==> config.mk <==
export PLATFORM = sky130hd
export DESIGN_NAME = button_debounce_click_classifier
export DESIGN_NICKNAME = d
export VERILOG_FILES = /design/src/bdcc_pkg.sv /design/src/bdcc_core.sv /design/src/button_debounce_click_classifier.sv
export VERILOG_INCLUDE_DIRS = /design/src /design/src/src
export SDC_FILE = /design/constraint.sdc
export NUM_CORES = 1
export LEC_CHECK = 0
export BUFFER_PORTS_ARGS = -buffer_cell sky130_fd_sc_hd__buf_4
export CORE_MARGIN = 5
export CORE_UTILIZATION = 35
export CTS_CLUSTER_DIAMETER = 50
export DETAILED_ROUTE_END_ITERATION = 12
export PLACE_DENSITY = 0.62
export SLEW_MARGIN = 10
export SYNTH_ARGS = -nofsm -noshare
export SYNTH_HDL_FRONTEND = slang
export SYNTH_SLANG_ARGS = --single-unit
==> constraint.sdc <==
create_clock -name aclk -period 4.95 [get_ports aclk]
set_clock_uncertainty 0.2 [all_clocks]
set_input_delay 0.99 -clock aclk [delete_from_list [all_inputs] [get_ports aclk]]
set_output_delay 0.99 -clock aclk [all_outputs]
set_load 0.01 [all_outputs]
==> src/button_debounce_click_classifier_assert.svh <==
// Assertion macros shared by the click classifier RTL.
// Each macro checks one implication on the rising edge of the given clock,
// with the check held off while the active-low reset is asserted.
`ifndef BUTTON_DEBOUNCE_CLICK_CLASSIFIER_ASSERT_SVH
`define BUTTON_DEBOUNCE_CLICK_CLASSIFIER_ASSERT_SVH

// The consequent must hold in the same cycle as the antecedent.
`define BDCC_ASSERT_SAME(label, clk, rstn, ante, cons) \
    label: assert property (@(posedge clk) disable iff (!(rstn)) (ante) |-> (cons)) \
        else $error("click classifier check failed");

// The consequent must hold in the cycle after the antecedent.
`define BDCC_ASSERT_NEXT(label, clk, rstn, ante, cons) \
    label: assert property (@(posedge clk) disable iff (!(rstn)) (ante) |=> (cons)) \
        else $error("click classifier check failed");

`endif

==> src/bdcc_pkg.sv <==
// ----------------------------------------------------------------------------
// bdcc_pkg
// Types and constants shared by the button debounce click classifier.
// ----------------------------------------------------------------------------
`timescale 1ns / 1ps

package bdcc_pkg;

    localparam int unsigned TimerWidth = 16;

    // Transaction kinds.
    localparam logic KIND_TICK = 1'b0;
    localparam logic KIND_READ = 1'b1;

    // Configuration register indexes.
    localparam logic REG_DEBOUNCE_TICKS      = 1'b0;
    localparam logic REG_DOUBLE_WINDOW_TICKS = 1'b1;

    localparam logic [TimerWidth-1:0] DEBOUNCE_TICKS_RESET      = 16'd20;
    localparam logic [TimerWidth-1:0] DOUBLE_WINDOW_TICKS_RESET = 16'd300;

    // Event codes.
    localparam logic [1:0] EV_NONE   = 2'd0;
    localparam logic [1:0] EV_SINGLE = 2'd1;
    localparam logic [1:0] EV_DOUBLE = 2'd2;

    localparam logic [1:0] TALLY_MAX = 2'd2;

    typedef enum logic [4:0] {
        PH_IDLE        = 5'b00001,
        PH_DEB_PRESS   = 5'b00010,
        PH_PRESSED     = 5'b00100,
        PH_DEB_RELEASE = 5'b01000,
        PH_WAIT_SECOND = 5'b10000
    } phase_t;

    typedef struct packed {
        logic kind;
        logic pressed_level;
    } step_t;

    typedef struct packed {
        phase_t     phase;
        logic [1:0] press_tally;
        logic [1:0] pending_event;
    } status_t;

endpackage

==> src/bdcc_core.sv <==
// ----------------------------------------------------------------------------
// bdcc_core
// Debounce and click classification state machine with its configuration.
// ----------------------------------------------------------------------------
`timescale 1ns / 1ps

module bdcc_core (
    input  logic                           aclk,
    input  logic                           aresetn,
    input  logic                           cfg_wr_en,
    input  logic                           cfg_wr_index,
    input  logic [bdcc_pkg::TimerWidth-1:0] cfg_wr_data,
    input  logic                           step_en,
    input  bdcc_pkg::step_t                step,
    output logic [1:0]                     event_res,
    output bdcc_pkg::status_t              status
);
    import bdcc_pkg::*;

    logic [TimerWidth-1:0] debounce_ticks_reg;
    logic [TimerWidth-1:0] double_window_ticks_reg;

    phase_t                phase_reg, phase_next;
    logic [TimerWidth-1:0] stable_timer_reg, stable_timer_next;
    logic [TimerWidth-1:0] window_timer_reg, window_timer_next;
    logic [1:0]            press_tally_reg, press_tally_next;
    logic [1:0]            pending_event_reg, pending_event_next;

    logic [TimerWidth-1:0] stable_inc;
    logic [TimerWidth-1:0] window_inc;

    assign stable_inc = stable_timer_reg + 16'd1;
    assign window_inc = window_timer_reg + 16'd1;

    always_ff @(posedge aclk) begin
        if (!aresetn) begin
            debounce_ticks_reg      <= DEBOUNCE_TICKS_RESET;
            double_window_ticks_reg <= DOUBLE_WINDOW_TICKS_RESET;
        end else if (cfg_wr_en) begin
            unique case (cfg_wr_index)
                REG_DEBOUNCE_TICKS:      debounce_ticks_reg      <= cfg_wr_data;
                REG_DOUBLE_WINDOW_TICKS: double_window_ticks_reg <= cfg_wr_data;
                default:                 ;
            endcase
        end
    end

    always_comb begin
        phase_next         = phase_reg;
        stable_timer_next  = stable_timer_reg;
        window_timer_next  = window_timer_reg;
        press_tally_next   = press_tally_reg;
        pending_event_next = pending_event_reg;
        if (step_en) begin
            if (step.kind == KIND_READ) begin
                pending_event_next = EV_NONE;
            end else begin
                unique case (phase_reg)
                    PH_DEB_PRESS: begin
                        if (!step.pressed_level) begin
                            phase_next = PH_IDLE;
                        end else begin
                            stable_timer_next = stable_inc;
                            if (stable_inc >= debounce_ticks_reg) begin
                                phase_next = PH_PRESSED;
                            end
                        end
                    end
                    PH_PRESSED: begin
                        if (!step.pressed_level) begin
                            phase_next        = PH_DEB_RELEASE;
                            stable_timer_next = '0;
                        end
                    end
                    PH_DEB_RELEASE: begin
                        if (step.pressed_level) begin
                            phase_next = PH_PRESSED;
                        end else begin
                            stable_timer_next = stable_inc;
                            if (stable_inc >= debounce_ticks_reg) begin
                                if (press_tally_reg < TALLY_MAX) begin
                                    press_tally_next = press_tally_reg + 2'd1;
                                end
                                window_timer_next = '0;
                                phase_next        = PH_WAIT_SECOND;
                            end
                        end
                    end
                    PH_WAIT_SECOND: begin
                        if (step.pressed_level) begin
                            phase_next        = PH_DEB_PRESS;
                            stable_timer_next = '0;
                        end else begin
                            window_timer_next = window_inc;
                            if (window_inc >= double_window_ticks_reg) begin
                                pending_event_next = (press_tally_reg >= TALLY_MAX) ?
                                                     EV_DOUBLE : EV_SINGLE;
                                press_tally_next   = '0;
                                phase_next         = PH_IDLE;
                            end
                        end
                    end
                    default: begin
                        if (step.pressed_level) begin
                            phase_next        = PH_DEB_PRESS;
                            stable_timer_next = '0;
                        end else begin
                            phase_next = PH_IDLE;
                        end
                    end
                endcase
            end
        end
    end

    always_ff @(posedge aclk) begin
        if (!aresetn) begin
            phase_reg         <= PH_IDLE;
            stable_timer_reg  <= '0;
            window_timer_reg  <= '0;
            press_tally_reg   <= '0;
            pending_event_reg <= EV_NONE;
        end else begin
            phase_reg         <= phase_next;
            stable_timer_reg  <= stable_timer_next;
            window_timer_reg  <= window_timer_next;
            press_tally_reg   <= press_tally_next;
            pending_event_reg <= pending_event_next;
        end
    end

    // A read returns the event latched before it; a tick returns nothing.
    assign event_res = (step.kind == KIND_READ) ? pending_event_reg : EV_NONE;

    assign status.phase         = phase_reg;
    assign status.press_tally   = press_tally_reg;
    assign status.pending_event = pending_event_reg;

endmodule

==> src/button_debounce_click_classifier.sv <==
// ----------------------------------------------------------------------------
// button_debounce_click_classifier: debounces a button and reports clicks.
// Path: an accepted input transaction is captured in the input register, and
// its result moves to the result register once that register is free; a
// stalled output holds the input register. Throughput one transaction per
// cycle while the output is not stalled. Reset clears state, empties both
// registers.
// ----------------------------------------------------------------------------
`timescale 1ns / 1ps
`include "button_debounce_click_classifier_assert.svh"

module button_debounce_click_classifier (
    input  logic                           aclk,
    input  logic                           aresetn,
    input  logic                           cfg_wr_en,
    input  logic                           cfg_wr_index,
    input  logic [bdcc_pkg::TimerWidth-1:0] cfg_wr_data,
    input  logic                           s_valid,
    output logic                           s_ready,
    input  logic                           s_kind,
    input  logic                           s_pressed_level,
    output logic                           m_valid,
    input  logic                           m_ready,
    output logic [1:0]                     m_event_res
);
    import bdcc_pkg::*;

    logic       in_valid_reg, in_valid_next;
    step_t      in_step_reg;
    logic       m_valid_reg, m_valid_next;
    logic [1:0] m_event_res_reg;

    logic       out_free;
    logic       advance;
    logic       s_fire;
    logic [1:0] core_event;
    status_t    core_status;

    assign out_free = !m_valid_reg || m_ready;
    assign advance  = in_valid_reg && out_free;
    assign s_ready  = !in_valid_reg || out_free;
    assign s_fire   = s_valid && s_ready;

    always_comb begin
        in_valid_next = in_valid_reg;
        if (s_fire) begin
            in_valid_next = 1'b1;
        end else if (advance) begin
            in_valid_next = 1'b0;
        end
        m_valid_next = m_valid_reg;
        if (advance) begin
            m_valid_next = 1'b1;
        end else if (m_ready) begin
            m_valid_next = 1'b0;
        end
    end

    always_ff @(posedge aclk) begin
        if (!aresetn) begin
            in_valid_reg <= 1'b0;
            m_valid_reg  <= 1'b0;
        end else begin
            in_valid_reg <= in_valid_next;
            m_valid_reg  <= m_valid_next;
        end
    end

    always_ff @(posedge aclk) begin
        if (s_fire) begin
            in_step_reg.kind          <= s_kind;
            in_step_reg.pressed_level <= s_pressed_level;
        end
        if (advance) begin
            m_event_res_reg <= core_event;
        end
    end

    bdcc_core u_core (
        .aclk         (aclk),
        .aresetn      (aresetn),
        .cfg_wr_en    (cfg_wr_en),
        .cfg_wr_index (cfg_wr_index),
        .cfg_wr_data  (cfg_wr_data),
        .step_en      (advance),
        .step         (in_step_reg),
        .event_res    (core_event),
        .status       (core_status)
    );

    assign m_valid     = m_valid_reg;
    assign m_event_res = m_event_res_reg;

    // A tick transaction always produces an empty event.
    `BDCC_ASSERT_NEXT(a_tick_no_event, aclk, aresetn,
        advance && (in_step_reg.kind == KIND_TICK), m_event_res == EV_NONE)
    // A read clears the latched event.
    `BDCC_ASSERT_NEXT(a_read_clears, aclk, aresetn,
        advance && (in_step_reg.kind == KIND_READ), core_status.pending_event == EV_NONE)
    // The press tally saturates and never reaches three.
    `BDCC_ASSERT_SAME(a_tally_sat, aclk, aresetn, 1'b1, core_status.press_tally != 2'd3)
    // With the result register empty the input side must be open.
    `BDCC_ASSERT_SAME(a_ready_when_empty, aclk, aresetn, !m_valid_reg, s_ready)

endmodule

Yosys cells after proc, flatten, opt, wreduce, memory -nomap -nowiden
Cells that the tools add are included.
- flip-flop bits (word level): 79
- latch bits: 0
- RAM bits: 0
- ROM bits: 0
- output and inout port bits: 4
- memories: 0
- add/subtract/negate cells: 3
- $mul: 0
- div/mod/pow operators: 0
- magnitude comparators: 4
- equal/unequal tests: 15
- shifts and indexed selects: 0
- mux-type cells: 33
- bitwise gates (word level): 2
- reduce and logical (&&, ||, !) cells: 19
- operators by type and width (kind ; count):
    16-bit 2-to-1 mux ; 7
    16-bit case mux with 3 select lines ; 1
    5-bit 2-to-1 mux ; 7
    16-bit by 1-bit adder with 16-bit output, second input constant ; 2
    16-bit greater-or-equal comparator ; 2
    16-bit case mux with 2 select lines ; 1
    2-bit 2-to-1 mux ; 11
    5-bit case mux with 4 select lines ; 1
    6-bit AND reduction ; 3
    2-bit nonzero test ; 5
    3-bit by 2-bit != test with 1-bit output, second input constant ; 3
    2-bit by 1-bit != test with 1-bit output, second input constant ; 4
    2-bit != test, second input constant ; 4
    8-bit AND reduction ; 1
    5-bit by 2-bit == test with 1-bit output, second input constant ; 1
    5-bit by 3-bit == test with 1-bit output, second input constant ; 1
    5-bit by 4-bit == test with 1-bit output, second input constant ; 1
    5-bit == test, second input constant ; 1
    1-bit 2-to-1 mux ; 4
    2-bit case mux with 2 select lines ; 1
    2-bit AND reduction ; 2
    4-bit AND reduction ; 1
    3-bit nonzero test ; 1
    2-bit by 1-bit adder with 2-bit output, second input constant ; 1
    other kinds (6) ; 10

Longest topological paths before layout
- word-level depth: 6
- depth in mapped cells: 13
- gate-level depth less buffers: 13

Modules after synthesis
A second synthesis with hierarchy kept.
- cells, all modules: 574
- area, all modules: 4613.2 µm²
- modules (own cells, without submodules) (module ; instances ; cells an instance ; area each (µm²)):
    bdcc_core ; 1 ; 561 ; 4389.2
    button_debounce_click_classifier ; 1 ; 13 ; 224.0

Worst setup path before layout
No wires, ideal clock.
- path type: register -> register
- from: register u_core.stable_timer_reg[0]
- to: register u_core.phase_reg[0]
- data arrival time: 3504 ps
- data required time: 4629 ps
- path slack: 1126 ps
- cell stages (with the launch flop): 13
- period minus slack after synthesis: 3824 ps
- cell sequence: dfxtp_1 ha_1 nand3_1 nor4_1 nand3_1 xnor2_1 ha_1 nand4_1 a211o_1 o32ai_1 a2111o_1 o221ai_2 mux2_2
- longest elaborated chain between the ends: 4
- elaborated cells on any way between the ends: 5
- those cells by class: add/sub: 1; order compare: 1; eq/ne: 2; reduce/logical: 1
- RTL lines (what ; RTL line ; source):
    from (decl) ; bdcc_core.sv:24 ; logic [TimerWidth-1:0] stable_timer_reg, stable_timer_next;
    from (signal assigned) ; bdcc_core.sv:125 ; stable_timer_reg <= stable_timer_next;
    16-bit by 1-bit adder with 16-bit output (*) ; bdcc_core.sv:32 ; assign stable_inc = stable_timer_reg + 16'd1;
    16-bit greater-or-equal comparator (*) ; bdcc_core.sv:64, bdcc_core.sv:80 ;
    3-bit by 2-bit != test with 1-bit output (no source line) ; - ;
    6-bit AND reduction (no source line) (*) ; - ;
    to (signal assigned) ; bdcc_core.sv:124 ; phase_reg <= phase_next;
    to (decl) ; bdcc_core.sv:23 ; phase_t phase_reg, phase_next;
Every way passes the cells marked *; elsewhere a longest branch is shown, timed or not.
A chain may end at the register's enable or synchronous reset.

Worst setup path in the final report
- from: register u_core.stable_timer_reg[5]
- to: register u_core.phase_reg[0]
Same word-level chain as after synthesis.

==> reports/results.tsv <==
stage	metric	value	unit
worst_setup_path	CP peak stage delay	0.66	ns
timing	fmax	248	MHz
logic_synthesis	Yosys warning count	0	
worst_setup_path	Buf/Inv on CP	0	
final_layout	fin util	41.2	%
run_status	status	completed	
worst_hold_path	Worst Hold Class	flop to flop	
worst_setup_path	CP Data Required Time	4.98	ns
clock_tree	post-CTS setup repair buffer count	0	
worst_hold_path	hold depth	2	
final_layout	share of cells above drive strength 1	9.00	%
timing	final setup violating endpoints	0	
logic_synthesis	largest cells by area after synthesis	dfxtp_1 (33%), ha_1 (9.6%), nand2_1 (8.3%)	
logic_synthesis	Distinct cells, synth	51	
worst_setup_path	Worst path top cell family by delay	compound AO/OA/AOI/OAI gates	
global_routing	vias in the first global route	3881	
placement	Place WS	0.895	ns
clock_tree	CTS Buf Count	9	
power_and_ir_drop	VDD IR max	0.000126	V
job	MaxCap Viol Count	0	
worst_setup_path	FF-to-FF path depth	11	
timing	worst rel slew slack	49.7	%
placement	Placed Cells	757	
worst_setup_path	Arr. time, crit path	4.06	ns
timing	setup ws final	0.919	ns
timing	RSZ-0062 raised after global routing	no	
floorplan	Core Rows	41	
timing	min cycle time layout	4.03	ns
clock_tree	Worst-path clk slew	0.06	ns
final_layout	area grow syn2layout	15.0	%
timing	worst slew pin tran	0.754	ns
global_routing	initial antenna violation count	0	
final_layout	Total Nets Final	655	
worst_setup_path	Top cell by count, worst path	nand4_1	
worst_setup_path	crit-path max FO	7	
logic_synthesis	synthesized area	0.00454	mm²
clock_tree	worst-case clock buffer depth	2	
logic_synthesis	syn nets	639	
floorplan	die area	0.0154	mm²
clock_tree	CTS Sinks	79	
drt	drt drc	0	
drt	initial DRC count	230	
worst_setup_path	R2R setup slack	0.92	ns
worst_setup_path	Crit Path Category	flop to flop	
timing	Slew Limit Fails	0	
worst_setup_path	CP max-delay cell	nor4_1	
logic_synthesis	Seq/Total Area, Yosys	35.7	%
final_layout	number of antenna diodes	0	
clock_tree	hold buffers post-CTS	0	
logic_synthesis	Avg Inst Size Synth	7.83	µm²
power_and_ir_drop	total leakage power	2.03	nW
worst_setup_path	Critical Path Sink Type	flop	
global_routing	first-pass GRT wire length	18.3	mm
worst_hold_path	WHS Endpoint	u_core.double_window_ticks_reg[14]$_SDFFE_PN0P_	
worst_hold_path	HP Start	u_core.double_window_ticks_reg[14]$_SDFFE_PN0P_	
placement	placed wire-length estimate	8.26	mm
final_layout	post-layout instance area	0.00522	mm²
clock_tree	Root Buffer	clkbuf_16	
clock_tree	worst skew pair latency	0.34	ns
global_routing	largest net degree at the start of global routing	51	
logic_synthesis	EDFF count, synth	4	
floorplan	Initial Util	35.8	%
worst_setup_path	CP cell instances	nand4_1 -> nor4_1 -> nand3_1 -> xnor2_1 -> ha_1 -> nand4_1 -> a211o_1 -> o32ai_1 -> a2111o_1 -> o221ai_2 -> mux2_2	
floorplan	IO Count	28	
drt	Detailed Route WL	11.2	mm
drt	DRT Pass-1 Iters	4	
drt	WL per Instance	14.5	µm
power_and_ir_drop	pwr dens	293	mW/mm²
drt	DR vias	4001	
placement	port bufs	27	
clock_tree	CTS-repair resized insts	0	
worst_setup_path	launching point of the worst reg2reg path	u_core.stable_timer_reg[5]$_SDFFE_PN0P_	
logic_synthesis	asr flop ratio synth	0	%
clock_tree	CTS tree	done	
timing	Final Hold Fails	0	
floorplan	Die Y	124	µm
logic_synthesis	Syn Inst Count	580	
timing	setup_tns	0	ns
worst_setup_path	startpoint types	flop	
final_layout	Post-Layout Cell Count	772	
clock_tree	H-tree Lvls	3	
global_routing	GR Overflow Total	0	
placement	routability cong.	0.827	
logic_synthesis	cell accounting for the most synthesized area	dfxtp_1	
logic_synthesis	Post-synth top flop	dfxtp_1	
floorplan	Core Box Area	0.0127	mm²
timing	Tcrit/Tclk final	81.4	%
logic_synthesis	post-synthesis register bit count	79	
worst_setup_path	reg2reg end	u_core.phase_reg[0]$_SDFFE_PN1P_	
logic_synthesis	top-area cell type share of the netlist area	33.1	%
global_routing	Total GRT Usage	15.2	%
floorplan	Die W	124	µm
placement	Post-DP Area	0.00489	mm²
drt	Post-DRT Antenna Nets	0	
drt	Via density	5.18	
cell usage in the layout, fill, tap and decap left out, drive strengths merged, types with 3 or more instances in the layout:
master,count
a211oi,4
or3,6
nand4,9
nor2b,3
nand3,19
and3,10
xnor2,17
xor2,13
buf,32
nor3b,3
nand2b,5
o21ai,32
clkbuf,11
o211ai,8
edfxtp,4
inv,39
a21o,3
a21oi,67
nand3b,12
bufinv,3
dfxtp,75
nor4,4
nor3,6
ha,35
mux2i,4
nand2,101
nor2,36
and2,7
power by group:
group	switching [mW]	internal, mW
combinational	0.0616	0.0397
clock	0.258	0.503
sequential	0.00917	0.657
total	0.329	1.20
through the flow:
step                      total power [mW]  hold WS [ns]
after detailed placement             0.782         0.252
after global routing                  1.58         0.274
after floorplan                      0.741         0.236
after CTS                             1.54         0.260
final                                 1.53         0.260
after global placement               0.779         0.247
per-layer routing:
metal | vias up | track usage [%] | part of all wire [%]
li1 | 2042 | - | -
met4 | 0 | 5.95 | 2.5
met5 | - | 0 | 0
met3 | 19 | 3.41 | 3.7
met2 | 68 | 26.7 | 50
met1 | 1872 | 18.0 | 44
worst max-delay path by stage:
| stage | cells past startpoint | endpoint | startpoint |
|---|---|---|---|
| after floorplan | 12 | u_core.phase_reg[0]$_SDFFE_PN1P_ | u_core.stable_timer_reg[0]$_SDFFE_PN0P_ |
| after detailed placement | 11 | u_core.phase_reg[0]$_SDFFE_PN1P_ | u_core.stable_timer_reg[5]$_SDFFE_PN0P_ |
| after CTS | 11 | u_core.phase_reg[0]$_SDFFE_PN1P_ | u_core.stable_timer_reg[5]$_SDFFE_PN0P_ |
| after global placement | 11 | u_core.phase_reg[0]$_SDFFE_PN1P_ | u_core.stable_timer_reg[5]$_SDFFE_PN0P_ |
| after global routing | 11 | u_core.phase_reg[0]$_SDFFE_PN1P_ | u_core.stable_timer_reg[5]$_SDFFE_PN0P_ |
| final | 11 | u_core.phase_reg[0]$_SDFFE_PN1P_ | u_core.stable_timer_reg[5]$_SDFFE_PN0P_ |
area by class of cell:
type	count	area, µm²
clock buffer	11	243
clock inverter	4	95.1
fill	1298	7450
inverter	39	146
multi-input combinational	435	2660
sequential	79	1620
tap	172	215
timing repair buffer	32	240
worst register-to-register path, stage by stage, from the launching register on:
cell and delay, ns:
dfxtp_1 0.43, nand4_1 0.17, nor4_1 0.66, nand3_1 0.26, xnor2_1 0.19, ha_1 0.30
nand4_1 0.10, a211o_1 0.24, o32ai_1 0.57, a2111o_1 0.27, o221ai_2 0.21, mux2_2 0.32
kinds of logic (layout without fill, tap and decap cells):
kind of cell             Yosys count  in the layout  share of synthesized area (%)
AO/OA/AOI/OAI                    135            135                           17.8
XOR/XNOR                          30             30                           5.79
adder cells (fa/ha/maj)           35             35                           9.64
buffers and inverters             66             86                           5.65
flip-flops                        79             79                           35.7
multiplexers                       5              5                           1.13
AND/OR/NAND/NOR                  230            230                           24.3
Yosys cell counts (all sizes together) (6+ instances only):
cell      n
xor2     13
inv      39
nor3      6
nand4     9
a21oi    67
nand2   101
dfxtp    75
clkbuf   21
and2      7
nand3    19
xnor2    17
nor2     36
ha       35
buf       6
or3       6
and3     10
nand3b   12
o21ai    32
o211ai    8
Power figures use the tool's default switching activity.
